<file path="src/dfe_pkg.sv">
// ============================================================================
// dfe_pkg
// Types and constants shared by the delimited field extractor modules.
// ============================================================================
package dfe_pkg;

    localparam int unsigned CFG_IDX_W  = 3;
    localparam int unsigned CFG_DATA_W = 40;
    localparam int unsigned FIELD_W    = 8;
    localparam int unsigned SPEC_W     = 16;
    localparam int unsigned IDX_W      = 3;

    localparam logic [CFG_IDX_W-1:0] REG_DELIM = 3'd0;
    localparam logic [CFG_IDX_W-1:0] REG_COUNT = 3'd1;
    localparam logic [CFG_IDX_W-1:0] REG_SPEC0 = 3'd2;

    localparam logic [7:0]         DELIM_RESET = 8'd44;
    localparam logic [FIELD_W-1:0] FIELD_MAX   = 8'd255;
    localparam logic [FIELD_W-1:0] FIELD_FIRST = 8'd1;

    typedef struct packed {
        logic [SPEC_W-1:0]  len;
        logic [SPEC_W-1:0]  off;
        logic [FIELD_W-1:0] fld;
    } t_spec;

    localparam t_spec SPEC_RESET = '{len: '0, off: '0, fld: FIELD_FIRST};

    typedef struct packed {
        logic valid;
        logic last;
        logic found;
        logic stop_seen;
    } t_slot_ctl;

endpackage

</file>
<file path="src/dfe_cell.sv">
// ============================================================================
// dfe_cell
// Field tracking cell: records start and stop position of one spec's field.
// ============================================================================
module dfe_cell #(
    parameter int unsigned POS_W = 13
) (
    input  logic             i_clk,
    input  logic             i_rst_n,
    input  logic             i_step,
    input  logic             i_clear,
    input  logic             i_match,
    input  logic             i_delim,
    input  logic [POS_W-1:0] i_pos,
    output logic             o_start_seen,
    output logic [POS_W-1:0] o_start,
    output logic             o_stop_seen,
    output logic [POS_W-1:0] o_stop
);

    logic             r_start_seen, n_start_seen;
    logic             r_stop_seen, n_stop_seen;
    logic [POS_W-1:0] r_start, n_start;
    logic [POS_W-1:0] r_stop, n_stop;

    always_comb begin
        n_start_seen = r_start_seen;
        n_start      = r_start;
        n_stop_seen  = r_stop_seen;
        n_stop       = r_stop;
        if (i_step && i_match) begin
            if (!r_start_seen) begin
                n_start_seen = 1'b1;
                n_start      = i_pos;
            end
            if (i_delim && !r_stop_seen) begin
                n_stop_seen = 1'b1;
                n_stop      = i_pos;
            end
        end
    end

    always_ff @(posedge i_clk) begin
        if (!i_rst_n || i_clear) begin
            r_start_seen <= 1'b0;
            r_stop_seen  <= 1'b0;
        end else begin
            r_start_seen <= n_start_seen;
            r_stop_seen  <= n_stop_seen;
        end
    end

    always_ff @(posedge i_clk) begin
        r_start <= n_start;
        r_stop  <= n_stop;
    end

    assign o_start_seen = n_start_seen;
    assign o_start      = n_start;
    assign o_stop_seen  = n_stop_seen;
    assign o_stop       = n_stop;

endmodule

</file>
<file path="src/dfe_slot.sv">
// ============================================================================
// dfe_slot
// Result slot: loads one spec's line result at line end, then shifts toward
// the output head.
// ============================================================================
module dfe_slot #(
    parameter int unsigned POS_W = 13
) (
    input  logic                       i_clk,
    input  logic                       i_rst_n,
    input  logic                       i_load,
    input  logic                       i_shift,
    input  logic                       i_ld_valid,
    input  logic                       i_ld_last,
    input  logic [dfe_pkg::IDX_W-1:0]  i_ld_idx,
    input  logic                       i_ld_seen,
    input  logic [POS_W-1:0]           i_ld_start,
    input  logic                       i_ld_stop_seen,
    input  logic [POS_W-1:0]           i_ld_stop,
    input  logic [dfe_pkg::SPEC_W-1:0] i_ld_off,
    input  logic [dfe_pkg::SPEC_W-1:0] i_ld_len,
    input  logic [POS_W-1:0]           i_ld_end,
    output logic                       o_ld_found,
    input  dfe_pkg::t_slot_ctl         i_nx_ctl,
    input  logic [dfe_pkg::IDX_W-1:0]  i_nx_idx,
    input  logic [POS_W-1:0]           i_nx_a0,
    input  logic [dfe_pkg::SPEC_W-1:0] i_nx_len,
    input  logic [POS_W-1:0]           i_nx_stop,
    output dfe_pkg::t_slot_ctl         o_ctl,
    output logic [dfe_pkg::IDX_W-1:0]  o_idx,
    output logic [POS_W-1:0]           o_a0,
    output logic [dfe_pkg::SPEC_W-1:0] o_len,
    output logic [POS_W-1:0]           o_stop
);
    import dfe_pkg::*;

    localparam int unsigned SUM_W = ((POS_W > SPEC_W) ? POS_W : SPEC_W) + 1;

    t_slot_ctl         r_ctl;
    logic [IDX_W-1:0]  r_idx;
    logic [POS_W-1:0]  r_a0;
    logic [SPEC_W-1:0] r_len;
    logic [POS_W-1:0]  r_stop;
    logic [SUM_W-1:0]  w_a0;

    assign w_a0       = SUM_W'(i_ld_start) + SUM_W'(i_ld_off);
    assign o_ld_found = i_ld_seen && (w_a0 <= SUM_W'(i_ld_end));

    always_ff @(posedge i_clk) begin
        if (!i_rst_n) begin
            r_ctl <= '0;
        end else if (i_load) begin
            r_ctl <= '{valid: i_ld_valid, last: i_ld_last, found: o_ld_found,
                       stop_seen: i_ld_stop_seen};
        end else if (i_shift) begin
            r_ctl <= i_nx_ctl;
        end
    end

    always_ff @(posedge i_clk) begin
        if (i_load) begin
            r_idx  <= i_ld_idx;
            r_a0   <= w_a0[POS_W-1:0];
            r_len  <= i_ld_len;
            r_stop <= i_ld_stop;
        end else if (i_shift) begin
            r_idx  <= i_nx_idx;
            r_a0   <= i_nx_a0;
            r_len  <= i_nx_len;
            r_stop <= i_nx_stop;
        end
    end

    assign o_ctl  = r_ctl;
    assign o_idx  = r_idx;
    assign o_a0   = r_a0;
    assign o_len  = r_len;
    assign o_stop = r_stop;

endmodule

</file>
<file path="src/delimited_field_extractor.sv">
// ============================================================================
// delimited_field_extractor
// Splits a byte stream into delimited fields and reports, at each line end,
// the start and stop positions selected by up to NUM_SPECS field specs.
// ============================================================================
// Throughput: one byte transaction per cycle while o_ready is high; results
// leave one per cycle while i_ready is high. The first result of a line is
// loaded into the result slots, then registered at the output. A line-end
// transaction waits only while the chain holds results of the previous line.
// Reset: synchronous, active low; control registers reset, datapath ones do not.
module delimited_field_extractor #(
    parameter int unsigned NUM_SPECS   = 6,
    parameter int unsigned LINE_LENGTH = 4096,
    localparam int unsigned POS_W      = $clog2(LINE_LENGTH + 1)
) (
    input  logic                           i_clk,
    input  logic                           i_rst_n,
    input  logic                           i_cfg_we,
    input  logic [dfe_pkg::CFG_IDX_W-1:0]  i_cfg_index,
    input  logic [dfe_pkg::CFG_DATA_W-1:0] i_cfg_data,
    input  logic                           i_valid,
    output logic                           o_ready,
    input  logic [7:0]                     i_text_byte,
    input  logic                           i_has_byte,
    input  logic                           i_line_end,
    output logic                           o_valid,
    input  logic                           i_ready,
    output logic [dfe_pkg::IDX_W-1:0]      o_spec_index,
    output logic                           o_found,
    output logic [POS_W-1:0]               o_start_pos,
    output logic [POS_W-1:0]               o_stop_pos,
    output logic [dfe_pkg::IDX_W-1:0]      o_used_count,
    output logic                           o_last_result
);
    import dfe_pkg::*;

    localparam int unsigned SUM_W = ((POS_W > SPEC_W) ? POS_W : SPEC_W) + 1;

    logic [7:0]         r_delim;
    logic [2:0]         r_count;
    t_spec              r_spec [NUM_SPECS];
    logic [FIELD_W-1:0] r_fc, n_fc;
    logic [POS_W-1:0]   r_pos, n_pos;
    logic [POS_W-1:0]   r_end;
    logic [IDX_W-1:0]   r_used, n_used;

    logic       w_acc, w_step, w_clear, w_is_delim, w_free, w_shift;
    logic [2:0] w_count;

    logic [NUM_SPECS-1:0] w_seen, w_stop_seen, w_found;
    logic [POS_W-1:0]     w_start [NUM_SPECS];
    logic [POS_W-1:0]     w_stop  [NUM_SPECS];

    t_slot_ctl         s_ctl  [NUM_SPECS+1];
    logic [IDX_W-1:0]  s_idx  [NUM_SPECS+1];
    logic [POS_W-1:0]  s_a0   [NUM_SPECS+1];
    logic [SPEC_W-1:0] s_len  [NUM_SPECS+1];
    logic [POS_W-1:0]  s_stop [NUM_SPECS+1];

    logic [SUM_W-1:0] w_sum;
    logic [POS_W-1:0] w_a1;

    // configuration
    always_ff @(posedge i_clk) begin
        if (!i_rst_n) begin
            r_delim <= DELIM_RESET;
            r_count <= '0;
            for (int i = 0; i < NUM_SPECS; i++) begin
                r_spec[i] <= SPEC_RESET;
            end
        end else if (i_cfg_we) begin
            if (i_cfg_index == REG_DELIM) begin
                r_delim <= i_cfg_data[7:0];
            end
            if (i_cfg_index == REG_COUNT) begin
                r_count <= i_cfg_data[2:0];
            end
            for (int i = 0; i < NUM_SPECS; i++) begin
                if (i_cfg_index == REG_SPEC0 + CFG_IDX_W'(i)) begin
                    r_spec[i] <= i_cfg_data;
                end
            end
        end
    end

    assign w_count = (r_count > 3'(NUM_SPECS)) ? 3'(NUM_SPECS) : r_count;

    // input handshake
    assign w_shift    = s_ctl[0].valid && (!o_valid || i_ready);
    assign w_free     = !s_ctl[0].valid || (w_shift && !s_ctl[1].valid);
    assign o_ready    = !i_line_end || w_free;
    assign w_acc      = i_valid && o_ready;
    assign w_step     = w_acc && i_has_byte;
    assign w_clear    = w_acc && i_line_end;
    assign w_is_delim = (i_text_byte == r_delim);

    always_comb begin
        n_fc  = r_fc;
        n_pos = r_pos;
        if (w_step) begin
            if (w_is_delim && r_fc != FIELD_MAX) begin
                n_fc = r_fc + FIELD_W'(1);
            end
            if (r_pos < POS_W'(LINE_LENGTH)) begin
                n_pos = r_pos + POS_W'(1);
            end
        end
    end

    always_ff @(posedge i_clk) begin
        if (!i_rst_n || w_clear) begin
            r_fc  <= FIELD_FIRST;
            r_pos <= '0;
        end else begin
            r_fc  <= n_fc;
            r_pos <= n_pos;
        end
    end

    // tracking cells and result slots
    assign s_ctl[NUM_SPECS]  = '0;
    assign s_idx[NUM_SPECS]  = '0;
    assign s_a0[NUM_SPECS]   = '0;
    assign s_len[NUM_SPECS]  = '0;
    assign s_stop[NUM_SPECS] = '0;

    for (genvar g = 0; g < NUM_SPECS; g++) begin : g_spec
        logic w_match;

        assign w_match = (r_fc == ((r_spec[g].fld == '0) ? FIELD_FIRST : r_spec[g].fld));

        dfe_cell #(
            .POS_W(POS_W)
        ) u_cell (
            .i_clk       (i_clk),
            .i_rst_n     (i_rst_n),
            .i_step      (w_step),
            .i_clear     (w_clear),
            .i_match     (w_match),
            .i_delim     (w_is_delim),
            .i_pos       (r_pos),
            .o_start_seen(w_seen[g]),
            .o_start     (w_start[g]),
            .o_stop_seen (w_stop_seen[g]),
            .o_stop      (w_stop[g])
        );

        dfe_slot #(
            .POS_W(POS_W)
        ) u_slot (
            .i_clk         (i_clk),
            .i_rst_n       (i_rst_n),
            .i_load        (w_clear),
            .i_shift       (w_shift),
            .i_ld_valid    (3'(g) < w_count),
            .i_ld_last     (3'(g + 1) == w_count),
            .i_ld_idx      (IDX_W'(g)),
            .i_ld_seen     (w_seen[g]),
            .i_ld_start    (w_start[g]),
            .i_ld_stop_seen(w_stop_seen[g]),
            .i_ld_stop     (w_stop[g]),
            .i_ld_off      (r_spec[g].off),
            .i_ld_len      (r_spec[g].len),
            .i_ld_end      (n_pos),
            .o_ld_found    (w_found[g]),
            .i_nx_ctl      (s_ctl[g+1]),
            .i_nx_idx      (s_idx[g+1]),
            .i_nx_a0       (s_a0[g+1]),
            .i_nx_len      (s_len[g+1]),
            .i_nx_stop     (s_stop[g+1]),
            .o_ctl         (s_ctl[g]),
            .o_idx         (s_idx[g]),
            .o_a0          (s_a0[g]),
            .o_len         (s_len[g]),
            .o_stop        (s_stop[g])
        );
    end

    always_comb begin
        n_used = '0;
        for (int i = 0; i < NUM_SPECS; i++) begin
            if (3'(i) < w_count && w_found[i]) begin
                n_used = IDX_W'(i + 1);
            end
        end
    end

    always_ff @(posedge i_clk) begin
        if (w_clear) begin
            r_end  <= n_pos;
            r_used <= n_used;
        end
    end

    // head of chain: stop position and output register
    assign w_sum = SUM_W'(s_a0[0]) + SUM_W'(s_len[0]);

    always_comb begin
        if (s_len[0] != '0) begin
            w_a1 = (w_sum > SUM_W'(r_end)) ? r_end : w_sum[POS_W-1:0];
        end else begin
            w_a1 = s_ctl[0].stop_seen ? s_stop[0] : r_end;
        end
    end

    always_ff @(posedge i_clk) begin
        if (!i_rst_n) begin
            o_valid <= 1'b0;
        end else if (w_shift) begin
            o_valid <= 1'b1;
        end else if (i_ready) begin
            o_valid <= 1'b0;
        end
    end

    always_ff @(posedge i_clk) begin
        if (w_shift) begin
            o_spec_index  <= s_idx[0];
            o_found       <= s_ctl[0].found;
            o_start_pos   <= s_ctl[0].found ? s_a0[0] : '0;
            o_stop_pos    <= s_ctl[0].found ? w_a1 : '0;
            o_used_count  <= r_used;
            o_last_result <= s_ctl[0].last;
        end
    end

endmodule
</file>
<file path="config.mk">
export PLATFORM = sky130hd
export DESIGN_NAME = delimited_field_extractor
export DESIGN_NICKNAME = d
export VERILOG_FILES = /design/src/dfe_pkg.sv /design/src/dfe_cell.sv /design/src/dfe_slot.sv /design/src/delimited_field_extractor.sv
export SDC_FILE = /design/constraint.sdc
export NUM_CORES = 1
export LEC_CHECK = 0
export BUFFER_PORTS_ARGS = -buffer_cell sky130_fd_sc_hd__buf_4
export CAP_MARGIN = 25
export CELL_PAD_IN_SITES_DETAIL_PLACEMENT = 1
export CELL_PAD_IN_SITES_GLOBAL_PLACEMENT = 1
export CORE_MARGIN = 10
export CORE_UTILIZATION = 39
export DETAILED_ROUTE_END_ITERATION = 12
export PLACE_DENSITY = 0.73
export SLEW_MARGIN = 20
export SYNTH_ARGS = -nofsm -noshare
export SYNTH_HDL_FRONTEND = slang
export SYNTH_SLANG_ARGS = --single-unit
</file>
<file path="constraint.sdc">
create_clock -name i_clk -period 7.9 [get_ports i_clk]
set_input_delay 0.395 -clock i_clk [delete_from_list [all_inputs] [get_ports i_clk]]
set_output_delay 0.395 -clock i_clk [all_outputs]
set_load 0.01 [all_outputs]
</file>
==> impl_metrics.csv <==
group,metric,value,unit
status,outcome,"finished clean",
detailed_routing,drtIter0Drc,1848,
finish,nets,3656,
worst_setup_path,max_stage_delay,0.71,ns
clock_network,cts_hold_buf,0,
placed_design,place_congestion,0.875,
power,combPwrFrac,0.073,
sta,maxSlewHeadroom,0.273,
power,fin_total_pwr,9.29,mW
finish,synthToLayoutAreaGrowth,13.8,%
worst_hold_path,whs_path_depth,3,
sta,worstMarginPinSlew,1.09,ns
worst_setup_path,cp.arrival,7.46,ns
power,power_density,221,nW/um^2
floorplanning,fp.dieW,327,microns
grt,overflow,0,
grt,antenna_found_initial,10,
logic_synthesis,synth_seq_cells,777,
logic_synthesis,avgSynthCellArea,11.1,sq um
finish,multi_input_area,15200,sq um
floorplanning,die_h,327,microns
finish,ff_latch_area,21000,sq um
grt,grt_max_degree,177,
grt,grt_pass1_wl,157000,microns
logic_synthesis,netlist_area,36800,sq um
worst_setup_path,worstSetupPathType,"flop to flop",
clock_network,clkLatencyLatePin,0.66,ns
clock_network,cts_max_level,3,
worst_setup_path,crit_cells,23,
logic_synthesis,yosysUniqueCellTypes,84,
worst_setup_path,reg2reg_setup_slack,0.96,ns
logic_synthesis,synth_edf_count,542,
clock_network,clock_sinks,777,
worst_setup_path,slowest_stage,"nor2_1",
logic_synthesis,synth_seq_area_share,0.570,
clock_network,cts_tree,"done",
sta,slew_violations,0,
worst_setup_path,path_max_fanout,10,
sta,finClkSkew,0.0348,ns
worst_setup_path,cp_common_cell,"a21oi_1",
worst_hold_path,hp-class,"input port to flop",
power,pwr-share-clk,0.428,
sta,fmax,144,MHz
floorplanning,core,93500,sq um
sta,finalCritPeriodShare,0.879,
power,p_leak,17.0,nW
worst_setup_path,r2r.worst_path.cells,23,
detailed_routing,vias,25100,
logic_synthesis,async_flop_share,0,
clock_network,cts_max_path_buffers,3,
logic_synthesis,synth_cells,3321,
detailed_routing,viasPerCell,5.31,
worst_setup_path,cp.required,8.42,ns
detailed_routing,drc_errors,0,
detailed_routing,wl_per_cell,21.5,microns
clock_network,numCtsBuffers,85,
detailed_routing,drtPass1Iterations,5,
clock_network,post-cts-setup-buffer-count,0,
worst_setup_path,critPathLaunch,"o_valid",
sta,setup_violations,0,
logic_synthesis,synth_fp_nets,3570,
sta,hold_viol,0,
floorplanning,num_rows,112,
finish,final_common_cell,"nand2_1",
detailed_routing,ant_nets,0,
clock_network,ctsRootBufferMaster,"clkbuf_16",
floorplanning,ios,94,
logic_synthesis,synth_flop_cell,"edfxtp_1",
power,internal_power,7.06,mW
floorplanning,dieArea,107000,sq um
sta,rsz0062_at_grt,"false",
finish,nFillCells,10000,
worst_setup_path,path_delay_family,"compound AO/OA/AOI/OAI gates",
logic_synthesis,yosys_warnings,0,
worst_setup_path,crit_chain,"nor2b_2 > o211ai_1 > and3_1 > buf_4 > nand3_1 > nor2_1 > mux2_2 > ha_1 > a2111oi_0 > o21ai_0 > a41oi_1 > o21ai_1 > xor2_1 > ha_1 > a21oi_1 > o21ai_0 > a2111oi_0 > a21oi_1 > nor4_1 > nand4_1 > nor2_1 > a21oi_1 > a21boi_1",
worst_hold_path,holdCritStartpoint,"i_ready",
clock_network,cts_resized,0,
power,irDropWorstVdd,0.158,mV
worst_setup_path,critPathLaunchType,"flop",
power,p_switching,2.22,mW
worst_setup_path,r2r-start,"o_valid",
placed_design,io_buffers,93,
detailed_routing,wirelength,102000,microns
sta,fin_tns_setup,0,ns
power,pwr-share-seq,0.498,
finish,final_cell_mix,"711 x nand2_1, 542 x edfxtp_1, 297 x and2_1",
clock_network,clkTransAtPathRegs,0.06,ns
flow_run,drv_cap,0,
worst_setup_path,worst_setup_path_end_kind,"flop",
placed_design,dp.final_hpwl,70100,microns
finish,layout-drive-gt1-share,0.131,
grt,grt_pass1_vias,26300,
floorplanning,initial_core_util,0.394,
grt,track_usage,0.187,
power,swShare,0.239,
worst_setup_path,worst-path-buf-inv,1,
sta,period_needed,6.94,ns
==> worst paths after layout <==
path,end
hold / removal,o_valid
setup / recovery,r_used[0]
setup reg to reg,r_used[0]
hold reg to reg,o_spec_index[2]
==> Yosys cell counts, types with 8 or more instances <==
master    number  area [sq um]
nor4_1        23           144
ha_1         184          2300
o211ai_1      14           105
inv_1         59           221
a22oi_1       12          90.1
nand3_1       56           280
xnor2_1       79           692
mux2_2       141          1590
and2_1       297          1860
mux2_1        20           225
nand2_1      713          2680
o21a_1        31           233
a21oi_1      112           561
a221o_1       11           110
a21boi_0      10          75.1
and3_1        27           169
a21o_1        45           338
or3_1         10          62.6
nand4_1       30           188
nand2b_1      12          75.1
edfxtp_1     542         16300
clkbuf_1     110           413
o21ai_1        8          40.0
buf_2         18          90.1
buf_1         10          37.5
nor3_1        30           150
o21ai_0       64           320
xor2_1        72           631
dfxtp_1      235          4700
a211oi_1      16           120
nor2b_1       28           175
nor2_1       165           619
o21bai_1      11          82.6
==> layout make-up <==
cell class | instances | area share
Clock buffer | 122 | 0.0577
Antenna cell | 4 | 0.000239
Tap cell | 1254 | 0.0374
Clock inverter | 36 | 0.00928
Multi-Input combinational cell | 2340 | 0.363
Sequential cell | 777 | 0.500
Timing Repair Buffer | 143 | 0.0268
Inverter | 60 | 0.00555
==> registers in the layout, summed over array words and instances, names as in the netlist, 6 cells and up <==
name / count
g_spec.u_slot.o_stop: 78
r_pos: 13
r_delim: 8
r_end: 13
g_spec.u_cell.r_start: 78
g_spec.u_slot.o_ctl: 23
g_spec.u_slot.o_len: 96
g_spec.u_cell.r_stop: 78
g_spec.u_slot.o_idx: 11
o_start_pos: 13
o_stop_pos: 13
r_spec: 240
g_spec.u_cell.r_stop_seen: 6
r_fc: 8
g_spec.u_slot.o_a0: 78
g_spec.u_cell.r_start_seen: 6
==> per-stage QoR <==
step                      hold WS, ns  utilization  cells  setup WS [ns]  cell area [sq um]
after floorplan                 0.400            -   3321          0.697              36800
after global placement          0.415        0.418   4572           1.25              39100
after detailed placement        0.420        0.418   4572           1.04              39100
after CTS                      0.0255        0.448   4730           1.07              41900
after global routing           0.0377        0.449   4732          0.135              41900
final                          0.0591        0.449   4736          0.959              41900
==> logic make-up (layout without fill, tap and decap cells) <==
family,after synthesis,in the layout,synth area share
simple gates,1427,1427,0.182
flops,777,777,0.570
compound gates,405,405,0.0738
buf+inv,204,361,0.0220
fa+ha+maj,191,191,0.0663
mux,166,166,0.0506
xor+xnor,151,151,0.0359
other cells,0,4,0
==> worst reg2reg max path: cells and delay by family, from the launching register on <==
family	cells	cell delay, ns
adder cells (fa/ha/maj)	2	0.68
AND/OR/NAND/NOR	7	2.34
AO/OA/AOI/OAI	11	2.56
flip-flops	1	0.31
XOR/XNOR	1	0.18
buffers and inverters	1	0.29
multiplexers	1	0.43
==> power by group through the flow <==
stage / combinational, mW / sequential, mW / clock, mW
finish: 0.682 / 4.63 / 3.98
global route: 0.764 / 4.64 / 4.22
CTS: 0.689 / 4.63 / 4.06
detailed placement: 0.683 / 4.71 / 0
global placement: 0.664 / 4.70 / 0
floorplan: 0.440 / 4.70 / 0
==> per-layer routing <==
layer,GRT usage,wire (microns),part of all wire
met2,0.308,47700,0.47
met4,0.0503,2470,0.024
met3,0.0283,4670,0.046
met1,0.253,47100,0.46
met5,0,27,0.00026
(Power assumes the default switching activity.)
